`src/hdl/b64e_pkg.sv`:
```
// Shared types, constants and the alphabet lookup for the base64 encoder.
package b64e_pkg;

  localparam int unsigned QDepth = 2;
  localparam int unsigned QPtrW  = (QDepth > 1) ? $clog2(QDepth) : 1;
  localparam int unsigned QCntW  = $clog2(QDepth + 1);

  localparam logic [6:0] PadChar = 7'h3D;

  typedef enum logic [1:0] {
    CNT_ONE   = 2'd1,
    CNT_TWO   = 2'd2,
    CNT_THREE = 2'd3,
    CNT_NONE  = 2'd0
  } b64e_cnt_e;

  typedef struct packed {
    logic [23:0] word;
    b64e_cnt_e   cnt;
    logic        last;
  } b64e_group_t;

  typedef struct packed {
    logic full;
    logic empty;
  } b64e_qstat_t;

  function automatic logic [6:0] sextet_char(input logic [5:0] s);
    logic [6:0] c;
    if (s < 6'd26) begin
      c = 7'h41 + {1'b0, s};
    end else if (s < 6'd52) begin
      c = 7'h61 + {1'b0, s} - 7'd26;
    end else if (s < 6'd62) begin
      c = 7'h30 + {1'b0, s} - 7'd52;
    end else if (s == 6'd62) begin
      c = 7'h2B;
    end else begin
      c = 7'h2F;
    end
    return c;
  endfunction

endpackage

```
`src/hdl/b64e_front.sv`:
```
// Byte gathering front end: packs input bytes into 24-bit groups.
module b64e_front (
  input  logic                  clk_i,
  input  logic                  rst_ni,
  input  logic [7:0]            data_byte_i,
  input  logic                  last_byte_i,
  input  logic                  accept_i,
  output logic                  push_o,
  output b64e_pkg::b64e_group_t group_o
);

  logic [1:0]  phase_q, phase_d;
  logic [15:0] held_q, held_d;
  logic        full_grp;

  assign full_grp = (phase_q >= 2'd2);
  assign push_o   = accept_i && (last_byte_i || full_grp);

  always_comb begin
    group_o.last = last_byte_i;
    case (phase_q)
      2'd0: begin
        group_o.word = {data_byte_i, 16'h0000};
        group_o.cnt  = b64e_pkg::CNT_ONE;
      end
      2'd1: begin
        group_o.word = {held_q[15:8], data_byte_i, 8'h00};
        group_o.cnt  = b64e_pkg::CNT_TWO;
      end
      default: begin
        group_o.word = {held_q, data_byte_i};
        group_o.cnt  = b64e_pkg::CNT_THREE;
      end
    endcase
  end

  always_comb begin
    phase_d = phase_q;
    held_d  = held_q;
    if (accept_i) begin
      if (push_o) begin
        phase_d = 2'd0;
        held_d  = 16'h0000;
      end else if (phase_q == 2'd0) begin
        phase_d = 2'd1;
        held_d  = {data_byte_i, 8'h00};
      end else begin
        phase_d = 2'd2;
        held_d  = {held_q[15:8], data_byte_i};
      end
    end
  end

  always_ff @(posedge clk_i or negedge rst_ni) begin
    if (!rst_ni) begin
      phase_q <= 2'd0;
      held_q  <= 16'h0000;
    end else begin
      phase_q <= phase_d;
      held_q  <= held_d;
    end
  end

endmodule

```
`src/hdl/b64e_queue.sv`:
```
// Small group queue between the front end and the character serializer.
module b64e_queue (
  input  logic                  clk_i,
  input  logic                  rst_ni,
  input  logic                  push_i,
  input  b64e_pkg::b64e_group_t push_data_i,
  input  logic                  pop_i,
  output b64e_pkg::b64e_group_t pop_data_o,
  output b64e_pkg::b64e_qstat_t stat_o
);

  b64e_pkg::b64e_group_t              mem_q [b64e_pkg::QDepth];
  logic [b64e_pkg::QPtrW-1:0]         wr_ptr_q, rd_ptr_q;
  logic [b64e_pkg::QCntW-1:0]         cnt_q;
  logic                               do_push, do_pop;

  assign stat_o.full  = (cnt_q == b64e_pkg::QCntW'(b64e_pkg::QDepth));
  assign stat_o.empty = (cnt_q == '0);
  assign do_push      = push_i && !stat_o.full;
  assign do_pop       = pop_i && !stat_o.empty;
  assign pop_data_o   = mem_q[rd_ptr_q];

  function automatic logic [b64e_pkg::QPtrW-1:0] ptr_inc(input logic [b64e_pkg::QPtrW-1:0] p);
    logic [b64e_pkg::QPtrW-1:0] n;
    if (p == b64e_pkg::QPtrW'(b64e_pkg::QDepth - 1)) begin
      n = '0;
    end else begin
      n = p + 1'b1;
    end
    return n;
  endfunction

  always_ff @(posedge clk_i) begin
    if (do_push) begin
      mem_q[wr_ptr_q] <= push_data_i;
    end
  end

  always_ff @(posedge clk_i or negedge rst_ni) begin
    if (!rst_ni) begin
      wr_ptr_q <= '0;
      rd_ptr_q <= '0;
      cnt_q    <= '0;
    end else begin
      if (do_push) begin
        wr_ptr_q <= ptr_inc(wr_ptr_q);
      end
      if (do_pop) begin
        rd_ptr_q <= ptr_inc(rd_ptr_q);
      end
      case ({do_push, do_pop})
        2'b10:   cnt_q <= cnt_q + 1'b1;
        2'b01:   cnt_q <= cnt_q - 1'b1;
        default: cnt_q <= cnt_q;
      endcase
    end
  end

endmodule

```
`src/hdl/b64e_back.sv`:
```
// Serializer: turns each queued group into four registered characters.
module b64e_back (
  input  logic                  clk_i,
  input  logic                  rst_ni,
  input  b64e_pkg::b64e_group_t grp_i,
  input  logic                  grp_avail_i,
  output logic                  pop_o,
  output logic [6:0]            out_char_o,
  output logic                  out_last_o,
  output logic                  out_valid_o,
  input  logic                  out_ready_i
);

  b64e_pkg::b64e_group_t cur_q;
  logic                  cur_valid_q;
  logic [1:0]            idx_q;
  logic [6:0]            char_q;
  logic                  last_q, valid_q;
  logic                  emit, done;
  logic [6:0]            char_d;

  assign emit  = cur_valid_q && (!valid_q || out_ready_i);
  assign done  = emit && (idx_q == 2'd3);
  assign pop_o = grp_avail_i && (!cur_valid_q || done);

  always_comb begin
    case (idx_q)
      2'd0: char_d = b64e_pkg::sextet_char(cur_q.word[23:18]);
      2'd1: char_d = b64e_pkg::sextet_char(cur_q.word[17:12]);
      2'd2: char_d = (cur_q.cnt == b64e_pkg::CNT_ONE) ? b64e_pkg::PadChar
                     : b64e_pkg::sextet_char(cur_q.word[11:6]);
      default: char_d = (cur_q.cnt == b64e_pkg::CNT_THREE)
                        ? b64e_pkg::sextet_char(cur_q.word[5:0]) : b64e_pkg::PadChar;
    endcase
  end

  always_ff @(posedge clk_i) begin
    if (pop_o) begin
      cur_q <= grp_i;
    end
    if (emit) begin
      char_q <= char_d;
      last_q <= (idx_q == 2'd3) && cur_q.last;
    end
  end

  always_ff @(posedge clk_i or negedge rst_ni) begin
    if (!rst_ni) begin
      cur_valid_q <= 1'b0;
      idx_q       <= 2'd0;
      valid_q     <= 1'b0;
    end else begin
      if (pop_o) begin
        cur_valid_q <= 1'b1;
      end else if (done) begin
        cur_valid_q <= 1'b0;
      end
      if (emit) begin
        idx_q <= idx_q + 2'd1;
      end
      if (emit) begin
        valid_q <= 1'b1;
      end else if (out_ready_i) begin
        valid_q <= 1'b0;
      end
    end
  end

  assign out_char_o  = char_q;
  assign out_last_o  = last_q;
  assign out_valid_o = valid_q;

endmodule

```
`src/hdl/base64_encoder_top.sv`:
```
// Base64 encoder top level: byte stream in, ASCII character stream out.
// Bytes enter one per cycle while the two-group queue has room; each third
// byte, or a byte flagged as last, closes a group that the serializer turns
// into four characters, one per cycle while the output is ready, padded with
// '=' for a short final group and with tlast on the final character. The
// sustained rate is set by the serializer, which emits four characters for
// each three bytes; the first character of a group passes through the queue,
// the serializer's group register and its character register.
module base64_encoder_top (
  input  logic       clk_i,
  input  logic       rst_ni,
  input  logic       s_axis_tvalid_i,
  output logic       s_axis_tready_o,
  input  logic [7:0] s_axis_tdata_i,  // [7:0] data_byte
  input  logic       s_axis_tlast_i,  // last_byte
  output logic       m_axis_tvalid_o,
  input  logic       m_axis_tready_i,
  output logic [7:0] m_axis_tdata_o,  // [6:0] out_char, [7] zero
  output logic       m_axis_tlast_o   // out_last
);

  b64e_pkg::b64e_group_t push_grp, pop_grp;
  b64e_pkg::b64e_qstat_t qstat;
  logic                  accept, push, pop;
  logic [6:0]            out_char;

  assign s_axis_tready_o = !qstat.full;
  assign accept          = s_axis_tvalid_i && s_axis_tready_o;

  b64e_front u_front (
    .clk_i       (clk_i),
    .rst_ni      (rst_ni),
    .data_byte_i (s_axis_tdata_i),
    .last_byte_i (s_axis_tlast_i),
    .accept_i    (accept),
    .push_o      (push),
    .group_o     (push_grp)
  );

  b64e_queue u_queue (
    .clk_i       (clk_i),
    .rst_ni      (rst_ni),
    .push_i      (push),
    .push_data_i (push_grp),
    .pop_i       (pop),
    .pop_data_o  (pop_grp),
    .stat_o      (qstat)
  );

  b64e_back u_back (
    .clk_i       (clk_i),
    .rst_ni      (rst_ni),
    .grp_i       (pop_grp),
    .grp_avail_i (!qstat.empty),
    .pop_o       (pop),
    .out_char_o  (out_char),
    .out_last_o  (m_axis_tlast_o),
    .out_valid_o (m_axis_tvalid_o),
    .out_ready_i (m_axis_tready_i)
  );

  assign m_axis_tdata_o = {1'b0, out_char};

endmodule

```
`config.mk`:
```
export PLATFORM = sky130hd
export DESIGN_NAME = base64_encoder_top
export DESIGN_NICKNAME = d
export VERILOG_FILES = /design/src/hdl/b64e_pkg.sv /design/src/hdl/b64e_front.sv /design/src/hdl/b64e_queue.sv /design/src/hdl/b64e_back.sv /design/src/hdl/base64_encoder_top.sv
export SDC_FILE = /design/constraint.sdc
export NUM_CORES = 1
export LEC_CHECK = 0
export ABC_AREA = 1
export BUFFER_PORTS_ARGS = -buffer_cell sky130_fd_sc_hd__buf_2
export CORE_MARGIN = 4
export CORE_UTILIZATION = 62
export CTS_CLUSTER_SIZE = 8
export DETAILED_ROUTE_END_ITERATION = 7
export GPL_TIMING_DRIVEN = 0
export MAX_ROUTING_LAYER = met4
export PLACE_DENSITY = 0.8
export SLEW_MARGIN = 15
export SYNTH_ARGS = -nofsm -noshare
export SYNTH_HDL_FRONTEND = slang
export SYNTH_SLANG_ARGS = --single-unit
export TNS_END_PERCENT = 100
```
`constraint.sdc`:
```
create_clock -name clk_i -period 4.2 [get_ports clk_i]
set_input_delay 0.63 -clock clk_i [delete_from_list [all_inputs] [get_ports clk_i]]
set_output_delay 0.63 -clock clk_i [all_outputs]
set_load 0.02 [all_outputs]
```
==> metrics, run 1 <==
status=completed; largest family of logic cells by synthesized area=simple AND/OR/NAND/NOR gates; initial antenna violation count=0; Num CTS Buffers=17; commonest non-fill, non-tap cell in the layout=nand2_1; Slew HR=0.4511; 1st-iter DRT viols=around 320; vias in the first global route=about 4600; Synth Area in XOR/XNOR=0.02297; TritonCTS clock tree=built; compound-cell area share of the yosys netlist=0.07405; Max Fclk=about 0.45 GHz; # diodes=0; CTS Hold Buffers Added=0; peak supply drop=~430 uV; Synth Register Bits=115; Setup-failing EPs final=0; share of cells above drive strength 1=0.1116; synthesized instance count=about 700; Post-Synth Simple-Gate Area=0.2224; Starting Density=0.6478; Logic pwr share=0.416; Routed WL=between 10000 and 15000 um; Clock Latency Late Sink=about 0.51 ns; WL per Instance=between 10 and 15 um; global-route wire length before repair=roughly 21000 um; synthesized-area fraction occupied by adder cells=0.05949; most crowded layer after global routing=met2; Post-DP HPWL=9069 um; warning count from the yosys run=0; Worst setup SP type=register; register share of total power=0.350; met2 Use GR=0.4196; Fin Hold WS=approximately 0.14 ns; crit path kind=register to register; total gr overflow=0; 1st-pass router iterations=6; Placer Congestion=slightly above 0.9; fin crit share=0.5273; post-CTS setup-driven buffer insertion count=0; Worst Tran Pin Value=~0.82 ns; Syn Nets=between 700 and 800; Fin. Hold Viols=0; Power Density=slightly above 800 mW/mm2; fin. max-slew vios=0; CP endpoint kind=register; most frequent cells in the layout=nand2_1, inv_1, edfxtp_1; mux cell area share after synthesis=0; I/O pin count=24; register area share after synthesis=0.5448; Tmin final=approximately 2.2 ns; Hold Path Class=input port to async pin; PortBufs=22; area delta synth->final=14.50%; DR vias/cell=around 5.4; post-cts resize count=0; Max Buffers Root-to-Sink=2; met1 usage=0.2909; post-route ant nets=0; via count=between 4000 and 5000; synthesized area=0.006100 mm2; Die Y-Extent=107.2 um; maxcap violations=0; Leak=around 0.0032 uW; unrepaired setup endpoints after global routing=no; Worst Skew=0.008964 ns; maximum fanout along the worst path=27; Setup TNS Final=0 ns; switching share of power=0.4084; Clock power frac=0.233; depth of the CTS H-tree=4; Req. time, crit path=4.33 ns; Final nets=around 760; fillers=621; DRC errors left=0; die area=around 0.011 mm2; # clock sinks=approximately 120; Unique masters post-synth=36; average size of a mapped cell=~9 um2; Core Rows=35; Cell Int Power=roughly 3400 uW; root buf cell=clkbuf_8; CTS clk-pin slew, worst paths=approximately 0.060 ns; Total Routing Usage GR=0.2490; largest net degree at the start of global routing=29; Crit path arrival time=2.35 ns; switching power=around 2400 uW; grt met3 use=0.05178; core box area=0.009415 mm2; Die X=between 100 and 150 um
[metal layers]
metal	vias to the layer above	part of all wire
met1	2158	0.41
li1	2308	-
met5	-	0
met3	32	0.053
met2	183	0.51
met4	0	0.027
[synthesized netlist by cell type (all sizes together)]
cell      n  area (um2)
or2       2       12.52
o21ai    28       143.9
a32o      1       10.01
nor2     40       201.4
dfrtp    26       650.6
a21oi    16       80.08
nor3      2       10.01
nand4     4       25.02
clkinv    3       11.26
a211oi    4       30.03
nand2   225       854.6
conb      1       3.750
clkbuf    5       18.77
o211ai    4       30.03
inv     104       395.4
xnor2     6       52.55
o22ai    24       150.1
edfxtp   89        2673
xor2     10       87.58
a22oi     1       7.510
nand3    48       245.2
buf       7       36.28
ha       29       362.9
nand3b    1       7.510
[worst paths after layout]
kind / slack [ns] / cells after the start / end / start
max in group asynchronous: 3.65 / 1 / u_back.idx_q[1] / rst_ni
min: 0.14 / 1 / u_front.phase_q[1] / rst_ni
max: 1.99 / 4 / u_queue.mem_q[0][25] / u_front.phase_q[1]
max reg2reg: 1.99 / 4 / u_queue.mem_q[0][25] / u_front.phase_q[1]
min in group clk_i: 0.34 / 1 / u_queue.mem_q[0][0] / s_axis_tlast_i
min reg2reg: 0.51 / 2 / u_back.out_valid_o / u_back.cur_valid_q
[power groups by stage]
stage,Combinational (uW),Sequential [uW],Clock [uW]
floorplan,1700,2030,0
global route,2730,2060,1430
CTS,2390,2020,1350
finish,2400,2020,1350
global placement,2220,2020,0
detailed placement,2360,2030,0
[through the flow]
| step | power (uW) | worst slack (ns) | cells | area (um2) | utilization |
|---|---|---|---|---|---|
| after detailed placement | 4389 | 1.973 | 832 | 6425 | 0.6824 |
| after global routing | 6216 | 1.837 | 864 | 6984 | 0.7418 |
| final | 5767 | 1.985 | 864 | 6984 | 0.7418 |
| after CTS | 5757 | 2.020 | 864 | 6984 | 0.7418 |
| after floorplan | 3728 | 0.9696 | 680 | 6100 | - |
| after global placement | 4233 | 0.3362 | 831 | 6371 | 0.6767 |
[layout make-up]
type,instances,area [um2],share of cell area
buffer,12,55.05,0.007882
clock buffer,19,421.7,0.06037
clock inverter,13,137.6,0.01971
inverter,107,406.6,0.05822
multi-input combinational,446,2341,0.3352
sequential,115,3323,0.4758
tap,129,161.4,0.02311
timing repair buffer,23,137.6,0.01971
[cells by family after synthesis]
| kind of cell | count (synthesis) |
|---|---|
| buffers and inverters | 119 |
| other | 1 |
| AOI/OAI and AO/OA | 78 |
| and+or+nand+nor | 322 |
| DFF | 115 |
| adders and majority gates | 29 |
| xor gates and xnor gates | 16 |
[flip-flops by register name, summed over array words and instances (netlist names)]
register / flops
u_queue.wr_ptr_q: 1
u_queue.cnt_q: 2
u_queue.mem_q: 54
u_back.out_char_o: 7
u_back.out_valid_o: 1
u_back.cur_q: 27
u_back.idx_q: 2
u_back.out_last_o: 1
u_back.cur_valid_q: 1
u_queue.rd_ptr_q: 1
u_front.held_q: 16
u_front.phase_q: 2
[critical path: stages, from the launching register on]
cell	delay, ns
dfrtp_1	0.37
clkinv_1	0.30
a21oi_1	0.30
inv_1	0.19
nor2_4	0.66
Power figures use the tool's default switching activity.
==> run 2, diff against run 1 <==
Clock period 4.2 ns to 2.3 ns, I/O delays scaled along.
==> metrics, run 2 (same netlist as run 1, synthesis figures left out) <==
DR vias/cell=roughly 5.5; peak supply drop=905.5 uV; Hold Path Class=input port to register; die area=0.01149 mm2; Die X=107.2 um; fillers=640; Max Fclk=0.4599 GHz; Power Density=between 1500 and 2000 mW/mm2; root buf cell=clkbuf_8; fin cells=around 870; largest net degree at the start of global routing=29; min-delay src=s_axis_tlast_i; Hold EP=u_queue.mem_q[1][0]; I/O pin count=24; unrepaired setup endpoints after global routing=no; commonest non-fill, non-tap cell in the layout=nand2_1; Max Buffers Root-to-Sink=2; Placer Congestion=roughly 0.99; top flop regs=u_queue.mem_q x54, u_back.cur_q x27, u_front.held_q x16; placed inst area=roughly 0.0064 mm2; maximum fanout along the worst path=27; Worst R2R End=u_queue.mem_q[0][23]; Most flops, register=u_queue.mem_q; fin. max-slew vios=0; DRC errors left=0; Routed WL=~13000 um; global-route wire length before repair=about 23000 um; Reg2Reg Launch Point=u_front.phase_q[1]; Total Routing Usage GR=0.2603; Starting Density=0.6478; Worst setup SP type=register; Design Power=~11000 uW; initial antenna violation count=0; Finished Cell Area=about 0.007 mm2; CTS clk-pin slew, worst paths=about 0.060 ns; TritonCTS clock tree=built; Core Rows=35; r2r worst-path depth=4; core box area=between 0.009 and 0.01 mm2; crit path kind=register to register; Tmin final=around 2.2 ns; fin crit share=0.9454; post-cts resize count=0; # diodes=0; Post-DP HPWL=about 9000 um; status=completed; post-route ant nets=0; Leak=between 0.003 and 0.004 uW; Die Y-Extent=approximately 110 um; max reg flops=between 50 and 60; Num CTS Buffers=17; # clock sinks=between 100 and 150; 1st-pass router iterations=5; Clock Latency Late Sink=between 0.5 and 0.6 ns; via count=~4700; CP endpoint kind=register; WL per Instance=roughly 15 um; Hold Crit Depth=1; Setup-failing EPs final=0; Final nets=about 770; Fin. Hold Viols=0; Crit path arrival time=between 2 and 2.5 ns; Slew HR=0.4446; PortBufs=22; Worst R2R Setup Slack=roughly 0.13 ns; total gr overflow=0; CTS Hold Buffers Added=1; area delta synth->final=15.38%; share of cells above drive strength 1=0.1128; placed insts=~830; Worst Tran Pin Value=approximately 0.83 ns; vias in the first global route=between 4000 and 5000; 1st-iter DRT viols=roughly 340; depth of the CTS H-tree=4; Req. time, crit path=2.43 ns; Worst Skew=approximately 0.012 ns; post-CTS setup-driven buffer insertion count=0; most frequent cells in the layout=nand2_1, inv_1, edfxtp_1; maxcap violations=0; Setup TNS Final=0 ns
## run 2: cell type report
class	instances	area, um2	share of cell area
inverter	107	406.6	0.05778
clock buffer	18	427.9	0.06080
clock inverter	14	175.2	0.02489
tap	129	161.4	0.02293
multi-input combinational	446	2341	0.3326
timing repair buffer	24	147.6	0.02098
sequential	115	3323	0.4722
buffer	12	55.05	0.007822
## run 2: critical path: stages, from the launching register on
cell and delay, ns:
dfrtp_1 0.35, clkinv_1 0.28, a21oi_1 0.30, inv_1 0.18, nor2_4 0.66
## run 2: stage by stage
stage / setup WS (ns) / hold slack, ns / utilization
floorplan: -0.2934 / 0.04941 / -
global placement: -0.8076 / 0.3789 / 0.6771
detailed placement: 0.1550 / 0.3857 / 0.6824
CTS: 0.1543 / 0.04045 / 0.7475
global route: 0.003865 / 0.03893 / 0.7475
finish: 0.1255 / 0.05346 / 0.7475
## run 2: power by group
part	switching (uW)	total (uW)	leakage [uW]	internal [uW]
clock network	950	2640	0.000291	1690
registers	446	3700	0.00117	3250
logic	3000	4430	0.00181	1430
## run 2: worst max-delay path by stage
stage,cells after the start,slack (ns),end,startpoint
after floorplan,6,-0.29,u_queue.mem_q[1][0],u_queue.cnt_q[0]
after global placement,4,-0.81,u_queue.mem_q[0][14],u_front.phase_q[1]
after detailed placement,4,0.15,u_queue.mem_q[0][11],u_front.phase_q[1]
after CTS,4,0.15,u_queue.mem_q[0][23],u_front.phase_q[1]
after global routing,6,0.004,u_queue.mem_q[0][23],u_queue.cnt_q[0]
final,4,0.13,u_queue.mem_q[0][23],u_front.phase_q[1]
## run 2: metal layers
metal,share of wire,track usage,up-vias
met5,0,-,-
met4,0.032,0.1078,0
met3,0.050,0.04696,33
met2,0.51,0.4352,190
met1,0.41,0.3128,2204
li1,-,-,2302
